$ cat src/rtl/fmair_pkg.sv
// Shared types and constants for the first modular affine in range block.
package fmair_pkg;

    localparam int unsigned VAL_W  = 31;  // residues, moduli, multipliers
    localparam int unsigned NUM_W  = 64;  // divider dividend and quotient
    localparam int unsigned X_W    = 63;  // internal answer width
    localparam int unsigned ANS_W  = 62;  // answer and register width
    localparam int unsigned BND_W  = 48;  // range bounds
    localparam int unsigned DIF_W  = 49;  // shifted bounds and range width
    localparam int unsigned PADDR_W = 4;
    localparam int unsigned PDATA_W = 64;

    // Register index codes, taken from paddr[3].
    localparam logic REG_NOSOL = 1'b0;

    localparam logic [ANS_W-1:0] NOSOL_RESET = 62'd4000000000000000000;

    typedef struct packed {
        logic             start;
        logic [NUM_W-1:0] num;
        logic [VAL_W-1:0] den;
    } t_div_req;

    typedef struct packed {
        logic             done;
        logic [NUM_W-1:0] quo;
        logic [VAL_W-1:0] rem;
    } t_div_rsp;

endpackage

$ cat src/rtl/fmair_div.sv
// Shared restoring divider: one quotient bit per cycle, 32 or 64 steps.
module fmair_div (
    input  logic                i_clk,
    input  logic                i_rst_n,
    input  fmair_pkg::t_div_req i_req,
    output fmair_pkg::t_div_rsp o_rsp
);
    import fmair_pkg::*;

    logic [6:0]       r_cnt;
    logic             r_run;
    logic             r_done;
    logic [VAL_W-1:0] r_rem;
    logic [VAL_W-1:0] r_den;
    logic [NUM_W-1:0] r_dq;

    logic [VAL_W:0]   shift;
    logic [VAL_W:0]   diff;
    logic             ge;

    assign shift = {r_rem, r_dq[NUM_W-1]};
    assign diff  = shift - {1'b0, r_den};
    assign ge    = shift >= {1'b0, r_den};

    always_ff @(posedge i_clk) begin
        if (!i_rst_n) begin
            r_run  <= 1'b0;
            r_done <= 1'b0;
            r_cnt  <= '0;
        end else begin
            r_done <= 1'b0;
            if (i_req.start) begin
                r_run <= 1'b1;
                r_cnt <= (i_req.num[NUM_W-1:32] == '0) ? 7'd32 : 7'd64;
            end else if (r_run) begin
                r_cnt <= r_cnt - 7'd1;
                if (r_cnt == 7'd1) begin
                    r_run  <= 1'b0;
                    r_done <= 1'b1;
                end
            end
        end
    end

    // Short dividends skip the upper half of the shift.
    always_ff @(posedge i_clk) begin
        if (i_req.start) begin
            r_rem <= '0;
            r_den <= i_req.den;
            if (i_req.num[NUM_W-1:32] == '0) begin
                r_dq <= {i_req.num[31:0], 32'd0};
            end else begin
                r_dq <= i_req.num;
            end
        end else if (r_run) begin
            r_rem <= ge ? diff[VAL_W-1:0] : shift[VAL_W-1:0];
            r_dq  <= {r_dq[NUM_W-2:0], ge};
        end
    end

    assign o_rsp.done = r_done;
    assign o_rsp.quo  = r_dq;
    assign o_rsp.rem  = r_rem;

endmodule

$ cat config.mk
export PLATFORM = sky130hd
export DESIGN_NAME = fmair_div
export DESIGN_NICKNAME = d
export VERILOG_FILES = /design/src/rtl/fmair_pkg.sv /design/src/rtl/fmair_div.sv
export SDC_FILE = /design/constraint.sdc
export NUM_CORES = 1
export LEC_CHECK = 0
export BUFFER_PORTS_ARGS = -buffer_cell sky130_fd_sc_hd__buf_2
export CAP_MARGIN = 15
export CORE_UTILIZATION = 49
export CTS_BUF_LIST = sky130_fd_sc_hd__clkbuf_16
export DETAILED_ROUTE_END_ITERATION = 10
export PLACE_DENSITY = 0.81
export SYNTH_ARGS = -nofsm -noshare
export SYNTH_HDL_FRONTEND = slang
export SYNTH_SLANG_ARGS = --single-unit
$ cat constraint.sdc
create_clock -name i_clk -period 2.85 [get_ports i_clk]
set_clock_uncertainty 0.15 [all_clocks]
set_input_delay 0.285 -clock i_clk [delete_from_list [all_inputs] [get_ports i_clk]]
set_output_delay 0.285 -clock i_clk [all_outputs]
set_load 0.02 [all_outputs]
# Word level (Yosys, flattened, before mapping)
# Index checks and enable logic that the tools add are counted.
[word_totals] word_cells=26 input_bits=98 output_inout_bits=96 ff_bits=135
[op_classes] bitwise_logic=2 mux=11 order_cmp=1 n_eq_ne=1 reduce_logical=3 n_addsub=2
[op_table] op="2-to-1 mux 64 bit" count=3
[op_table] op=">= comparator 32 x 31 -> 1 bit" count=1
[op_table] op="zero test 32 bit" count=1
[op_table] op="2-to-1 mux 31 bit" count=1
[op_table] op="subtractor 31 bit" count=1
[op_table] op="2-to-1 mux 7 bit" count=3
[op_table] op="== test 7 x 1 -> 1 bit (second input constant)" count=1
[op_table] op="subtractor 7 x 1 -> 7 bit (second input constant)" count=1
[op_table] op="2-to-1 mux 1 bit" count=4
[op_table] op="OR reduction 3 bit" count=1
[op_table] op="NOT 1 bit" count=2
[op_table] op="nonzero test 2 bit" count=1

# Longest topological paths before layout
# Gate-level depths: netlist of the first run.
[depth] depth_word=4 ltp_mapped=13 ltp_nobuf=11

# Worst setup path before layout of the first run
# No wires, ideal clock.
[synth_timing] kind="reg-to-reg" start="register r_rem[21]" end="register r_rem[27]" required_ns=2.586 stages_incl_launch_ff=11 n_path_buf=1 period_less_slack_ns=2.914 arrival_ns=2.650 setup_slack_ns=-0.064 setup_time_ns=0.114 cell_sequence="dfxtp_1 > ha_1 > buf_2 > a21o_1 > o21bai_1 > or3_1 > or4_1 > a31oi_1 > mux2i_1 > nor3_2 > a2111oi_0"
[synth_via] elab_chain_cells=2 word_cells_on_any_way=3 cone_classes="add/sub: 1; order compare: 1; mux: 1"
[synth_lines] item="start, declared" line_no="fmair_div.sv:13" text="logic [VAL_W-1:0] r_rem;"
[synth_lines] item="start signal, assigned" line_no="fmair_div.sv:56" text="r_rem <= ge ? diff[VAL_W-1:0] : shift[VAL_W-1:0];"
[synth_lines] item="subtractor 31 bit / >= comparator 32 x 31 -> 1 bit (equally long branches)" line_no="fmair_div.sv:22, fmair_div.sv:23"
[synth_lines] item="2-to-1 mux 31 bit *" line_no="fmair_div.sv:56"
# Every way passes the cells marked *; elsewhere a longest branch is shown, timed or not.
# A chain may end at the register's enable or synchronous reset.

# Final worst setup path of the first run
[layout_timing] start="register r_den[2]" end="register r_rem[26]"
[layout_via] elab_chain_cells=2 word_cells_on_any_way=3 cone_classes="add/sub: 1; order compare: 1; mux: 1"
[layout_lines] item="start, declared" line_no="fmair_div.sv:14" text="logic [VAL_W-1:0] r_den;"
[layout_lines] item="start signal, assigned" line_no="fmair_div.sv:49" text="r_den <= i_req.den;"
[layout_lines] item="subtractor 31 bit / >= comparator 32 x 31 -> 1 bit (equally long branches)" line_no="fmair_div.sv:22, fmair_div.sv:23"
[layout_lines] item="2-to-1 mux 31 bit *" line_no="fmair_div.sv:56"
# Marks and branches as above.

==> run metrics, run 1 <==
status complete, but fails checks; failing checks negative setup slack; setup slack, reg-to-reg -0.08 ns; Initial Utilization 49.9%; Final Util 68.5%; Max Freq 341 MHz; Sequential Area 0.00366 mm²; clock sinks 135; pwr/cell area 570 mW/mm²; Top Family by Delay on Critical Path compound AO/OA/AOI/OAI gates; critical path peak fanout 3; Critical R2R Capture r_rem[26]; die footprint 0.0159 mm²; CP peak stage delay 0.38 ns; Wirelength per Cell 16.9 µm; Root Driver clkbuf_16; final worst slack -0.0798 ns; multi-input logic area 0.00376 mm²; CP arrival 3.14 ns; WP data required 3.06 ns; Critical Path End Type register; Tmin final 2.93 ns; Syn Inst Count 815; Worst Hold End r_dq[5]; Total Wirelength 21.7 mm; Hold Path Class in2reg; slowest CP cell edfxtp_1; ys flop type edfxtp_1; Area contributors post-synth edfxtp_1, dfxtp_1, a21oi_1; drt pass-1 iters 5; Yosys top cell area share 37.7%; post-synth net total 947; synth cell count leaders a21oi_1, edfxtp_1, nor2_1, nand2_1, inv_1; Post-Place Cells 1,210; Min Hold Slack 0.0624 ns; DRT iter0 DRCs 506; Non-Filler Instances 1,285; Netlist cell types 65; antenna viol nets, final 0; reg2reg start r_den[2]; GRT Overall Usage 26.7%; synthesized area 0.00756 mm²; total power draw 5.92 mW; CP cell instances inv_2, ha_4, buf_6, nor2b_2, o31a_1, buf_4, o211ai_1, o221ai_2, o31ai_4, buf_6, a21oi_2, or3b_1, nand3_1; ratio of cells with drive above 1 in the final layout 32.7%; # IOs 194; max_cap viols 0; Ys Warns 0; clock latency on the worst-skew pair 0.42 ns; TritonCTS buffer count 17; global-route wire length before repair 33.2 mm; Die Width 126 µm; Yosys top cell by area edfxtp_1; hold_sp i_req[36]; number of global-route vias before repair 6,709; Area Growth Syn to Fin 37.3%; Fin. Hold Viols 0; worst r2r path cells 13; fin nets 1,217; Hold Path Cell Cnt 3; TritonCTS clock tree yes; Setup CP Type reg2reg; Critical Path Start Type register; filler instances 1,142; Seq/Total Area, Yosys 48.3%; Async SR Flop Fraction 0%; syn avg cell area 9.28 µm²; num rows 45; pin count of the biggest net entering global routing 66; antenna violations before repair 0; clk buf depth 2; relative slew slack 44.6%; leakage 4.60 nW; Via density 5.62; final period utilization 103%; vias after detailed routing 7,216; Residual DRC 0; Worst Tran Pin Value 0.828 ns; synthesis-stage register bit count 135; Antenna Cells 0; RSZ-0062 raised after global routing yes; most common cell type on the critical path buf_6; clk slew on worst S/H paths 0.06 ns; H-tree levels 4; fin. max-slew vios 0; worst IR drop on VDD 0.000423 V; PortBufs 193; Detailed Place HPWL 14.8 mm; core area 0.0151 mm²; Die Height 126 µm; Placer Congestion 0.909; Buf/Inv on CP 4; setup violators final 5; count leader, synth a21oi_1; EDFF count, synth 95; grt ovf 0
through the flow:
stage | setup TNS (ns) | setup WS, ns | instance area [µm²]
after CTS | -0.143 | -0.0755 | 10000
after global routing | -1.41 | -0.192 | 10400
after floorplan | 0 | 0.00822 | 7600
after detailed placement | -0.491 | -0.293 | 9110
after global placement | -0.0980 | -0.0896 | 9110
final | -0.189 | -0.0798 | 10400
metal layers:
| metal | part of all wire (%) | track usage (%) |
|---|---|---|
| met4 | 2.4 | 10.3 |
| met2 | 49 | 43.4 |
| met3 | 6.5 | 5.27 |
| met5 | 0 | 0 |
| met1 | 43 | 35.2 |
worst max path at each step:
stage          slack [ns]  cells past startpoint         to      from
3_3_place_gp        -0.09                     10  r_rem[27]  r_den[1]
6_report            -0.08                     13  r_rem[26]  r_den[2]
4_1_cts             -0.08                     10  r_rem[27]  r_den[1]
2_1_floorplan       0.008                     11  r_rem[30]  r_dq[63]
3_5_place_dp        -0.29                     10  r_rem[27]  r_den[1]
5_1_grt             -0.19                     11  r_rem[29]  r_den[6]
registers in the layout (all words and copies together), names as in the netlist:
name / count
r_cnt: 7
r_den: 31
r_done: 1
r_dq: 64
r_rem: 31
r_run: 1
worst register-to-register path, delay by kind of cell (launching register included):
kind | cells | cell delay (ns)
flip-flops | 1 | 0.38
buffers and inverters | 4 | 0.53
adder cells (fa/ha/maj) | 1 | 0.20
AO/OA/AOI/OAI | 5 | 1.01
AND/OR/NAND/NOR | 3 | 0.58
layout by cell type, fill, tap and decap left out, drive strengths merged, types with 3 or more instances in the layout:
cell type | Yosys | final
a211oi | 18 | 18
nor2 | 86 | 86
nand4 | 7 | 7
nor4 | 9 | 9
inv | 77 | 80
dlygate4sd3 | 0 | 32
o211a | 3 | 3
o21bai | 6 | 6
and2 | 4 | 4
xor2 | 8 | 8
mux2 | 3 | 3
o22ai | 33 | 33
dfxtp | 40 | 40
clkbuf | 27 | 19
o31ai | 3 | 3
a221oi | 3 | 3
a32oi | 6 | 6
a21o | 5 | 5
nand2b | 5 | 5
nand2 | 80 | 80
a21oi | 110 | 110
ha | 33 | 33
buf | 16 | 259
mux2i | 13 | 13
and3 | 4 | 4
a31oi | 8 | 8
clkinv | 0 | 9
edfxtp | 95 | 95
o21a | 4 | 4
o211ai | 5 | 5
or2 | 3 | 3
nor3 | 10 | 10
nor2b | 6 | 6
o21ai | 35 | 36
nand3 | 11 | 11
xnor2 | 17 | 17
kinds of logic after synthesis:
group	share of synthesized area [%]
AOI/OAI and AO/OA	21.0
and+or+nand+nor	13.6
DFF	48.3
buffers and inverters	6.29
adders and majority gates	5.73
xor gates and xnor gates	2.90
muxes	2.17
layout make-up:
type | instances | area share, %
repair buffers | 293 | 18.4
flip-flops and latches | 135 | 35.2
clock inverters | 14 | 0.989
inverters | 77 | 2.78
clock buffers | 17 | 4.10
well taps | 188 | 2.27
multi-input cells | 561 | 36.2
where the power goes:
part / total (mW) / switching, mW / internal (mW)
Sequential: 2.40 / 0.101 / 2.30
Clock: 1.98 / 0.871 / 1.11
Combinational: 1.54 / 0.888 / 0.650
Total: 5.92 / 1.86 / 4.06
what timing repair did:
action / 4_1_cts / 5_1_grt
buffers inserted: 4 / 6
hold buffers: 32 / 0
endpoints found under the hold margin: 34 / 0
endpoints found under the setup margin: 19 / 32
pin swaps: 9 / 27
gates cloned: 0 / 3
gates resized for setup: 14 / 54
(Power assumes the default switching activity.)
==> run 2, diff against run 1 <==
--- a/config.mk
+++ b/config.mk
@@ -12,4 +12,5 @@
 export DETAILED_ROUTE_END_ITERATION = 10
 export PLACE_DENSITY = 0.81
+export SKIP_CTS_REPAIR_TIMING = 1
 export SYNTH_ARGS = -nofsm -noshare
 export SYNTH_HDL_FRONTEND = slang
--- a/constraint.sdc
+++ b/constraint.sdc
@@ -3,3 +3,3 @@
 set_input_delay 0.285 -clock i_clk [delete_from_list [all_inputs] [get_ports i_clk]]
 set_output_delay 0.285 -clock i_clk [all_outputs]
-set_load 0.02 [all_outputs]
+set_load 0.005 [all_outputs]
==> run metrics, run 2 (same netlist as run 1, synthesis figures left out) <==
final period utilization 102% (-0.63 points); pin count of the biggest net entering global routing 143 (+120%); worst IR drop on VDD 0.000459 V (+8.4%); power share of the clock group 36.3% (+2.8 points); CP peak stage delay 0.49 ns (+0.11 ns); num rows 45 (unchanged); WP data required 3.05 ns (about the same); worst r2r path cells 10 (-3); Hold Path Class in2reg; Fin. Hold Viols 0 (unchanged); Total Wirelength 21.8 mm (+0.69%); failing checks negative setup slack; Logic pwr share 23.0% (-3.0 points); Via density 5.59 (-0.41%); total power draw 5.89 mW (-0.41%); PortBufs 193 (unchanged); Regs by FF count r_dq x64, r_den x31, r_rem x31; Worst Tran Pin Value 0.840 ns (+0.0122 ns); clk slew on worst S/H paths 0.07 ns (about the same); Internal Power 4.13 mW (+1.8%); DRT iter0 DRCs 563 (+11%); fin. max-slew vios 0 (unchanged); Largest register FFs 64 (unchanged); slowest CP cell or4b_4; Placer Congestion 0.932 (+2.5%); leakage 4.62 nW (+0.49%); clk buf depth 2 (unchanged); TritonCTS clock tree yes; Area Growth Syn to Fin 36.4%; fin nets 1,224 (+0.58%); setup_tns -0.197 ns (-0.00750 ns); most frequent cells in the layout buf_2, a21oi_1, edfxtp_1, nor2_1, nand2_1; Sw Share 29.9% (-1.5 points); final worst slack -0.0618 ns (+0.0180 ns); drt pass-1 iters 5 (unchanged); Critical Path End Type register; Hold Path Cell Cnt 3 (unchanged); Critical Path Start Type register; Root Driver clkbuf_16; number of global-route vias before repair 6,545 (-2.4%); RSZ-0062 raised after global routing yes; Residual DRC 0 (unchanged); setup violators final 7 (+2); power share of the sequential group 40.7% (about the same); GRT Overall Usage 25.9% (-0.83 points); Final Util 68.1% (-0.45 points); clock latency on the worst-skew pair 0.43 ns (about the same); status complete, but fails checks; ratio of cells with drive above 1 in the final layout 31.9% (-0.78 points); die footprint 0.0159 mm² (unchanged); max_cap viols 0 (unchanged); Die Width 126 µm (unchanged); CP arrival 3.11 ns (-0.03 ns); Post-Place Cells 1,217 (+0.58%); global-route wire length before repair 32.2 mm (-3.0%); H-tree levels 4 (unchanged); antenna violations before repair 0 (unchanged); Die Height 126 µm (unchanged); Initial Utilization 49.9% (unchanged); Buf/Inv on CP 1 (-3); Worst path depth 10 (-3); TritonCTS buffer count 17 (unchanged); clock sinks 135 (unchanged); antenna viol nets, final 0 (unchanged); Tmin final 2.91 ns (-0.0180 ns); vias after detailed routing 7,231 (+0.21%); Top reg by flops r_dq; Top Family by Delay on Critical Path compound AO/OA/AOI/OAI gates; commonest non-fill, non-tap cell in the layout buf_2; core area 0.0151 mm² (unchanged); CP cell instances inv_1, ha_4, o211a_1, o31ai_2, and2_4, or4b_4, a21o_4, a2111oi_4, mux2_4, a221oi_2; Antenna Cells 0 (unchanged); relative slew slack 43.8% (-0.81 points); Wirelength per Cell 16.9 µm (about the same); Max Freq 343 MHz (+0.62%); Detailed Place HPWL 14.8 mm (+0.31%); critical path peak fanout 5 (+2); grt ovf 0 (unchanged); # IOs 194 (unchanged); Switch Pwr 1.76 mW (-5.2%); pwr/cell area 572 mW/mm² (+0.25%); Setup CP Type reg2reg; Non-Filler Instances 1,293 (+0.62%)
## run 2: power by group through the flow
stage | clock network [mW] | registers (mW) | logic (mW)
floorplan | 0 | 2.44 | 0.677
global placement | 0 | 2.43 | 1.17
detailed placement | 0 | 2.43 | 1.19
CTS | 2.15 | 2.40 | 1.20
global route | 2.23 | 2.42 | 1.47
finish | 2.14 | 2.40 | 1.35
## run 2: metal layers
layer	routed length, µm	global-route usage (%)	up-vias
li1	-	-	3509
met1	9330	34.3	3354
met2	10500	41.8	332
met3	1540	6.03	36
met4	428	8.65	0
met5	0	0	-
## run 2: worst register-to-register path, stage by stage, from the launching register on
cell,delay (ns)
edfxtp_1,0.34
inv_1,0.08
ha_4,0.30
o211a_1,0.16
o31ai_2,0.08
and2_4,0.15
or4b_4,0.49
a21o_4,0.24
a2111oi_4,0.30
mux2_4,0.34
a221oi_2,0.20
## run 2: final timing paths
path	start	to	slack, ns
hold / removal	i_req[35]	r_dq[4]	0.06
setup reg to reg	r_den[4]	r_rem[29]	-0.06
setup / recovery	r_den[4]	r_rem[29]	-0.06
hold reg to reg	r_cnt[1]	r_cnt[1]	0.35
## run 2: final cells by class
type                            count  area, µm²
Fill cell                        1155       4840
Multi-Input combinational cell    562       3660
Sequential cell                   135       3650
Timing Repair Buffer              299       1900
Clock buffer                       17        425
Inverter                           77        289
Tap cell                          188        235
Clock inverter                     15        144
## run 2: per-stage QoR
step           instance area, µm²  hold WS [ns]  setup slack, ns
6_report                    10300        0.0579          -0.0618
5_1_grt                     10300        0.0475           -0.218
4_1_cts                      9670        -0.133           -0.351
3_5_place_dp                 9100         0.313           -0.178
3_3_place_gp                 9100         0.312           -0.162
2_1_floorplan                7560         0.234           0.0574
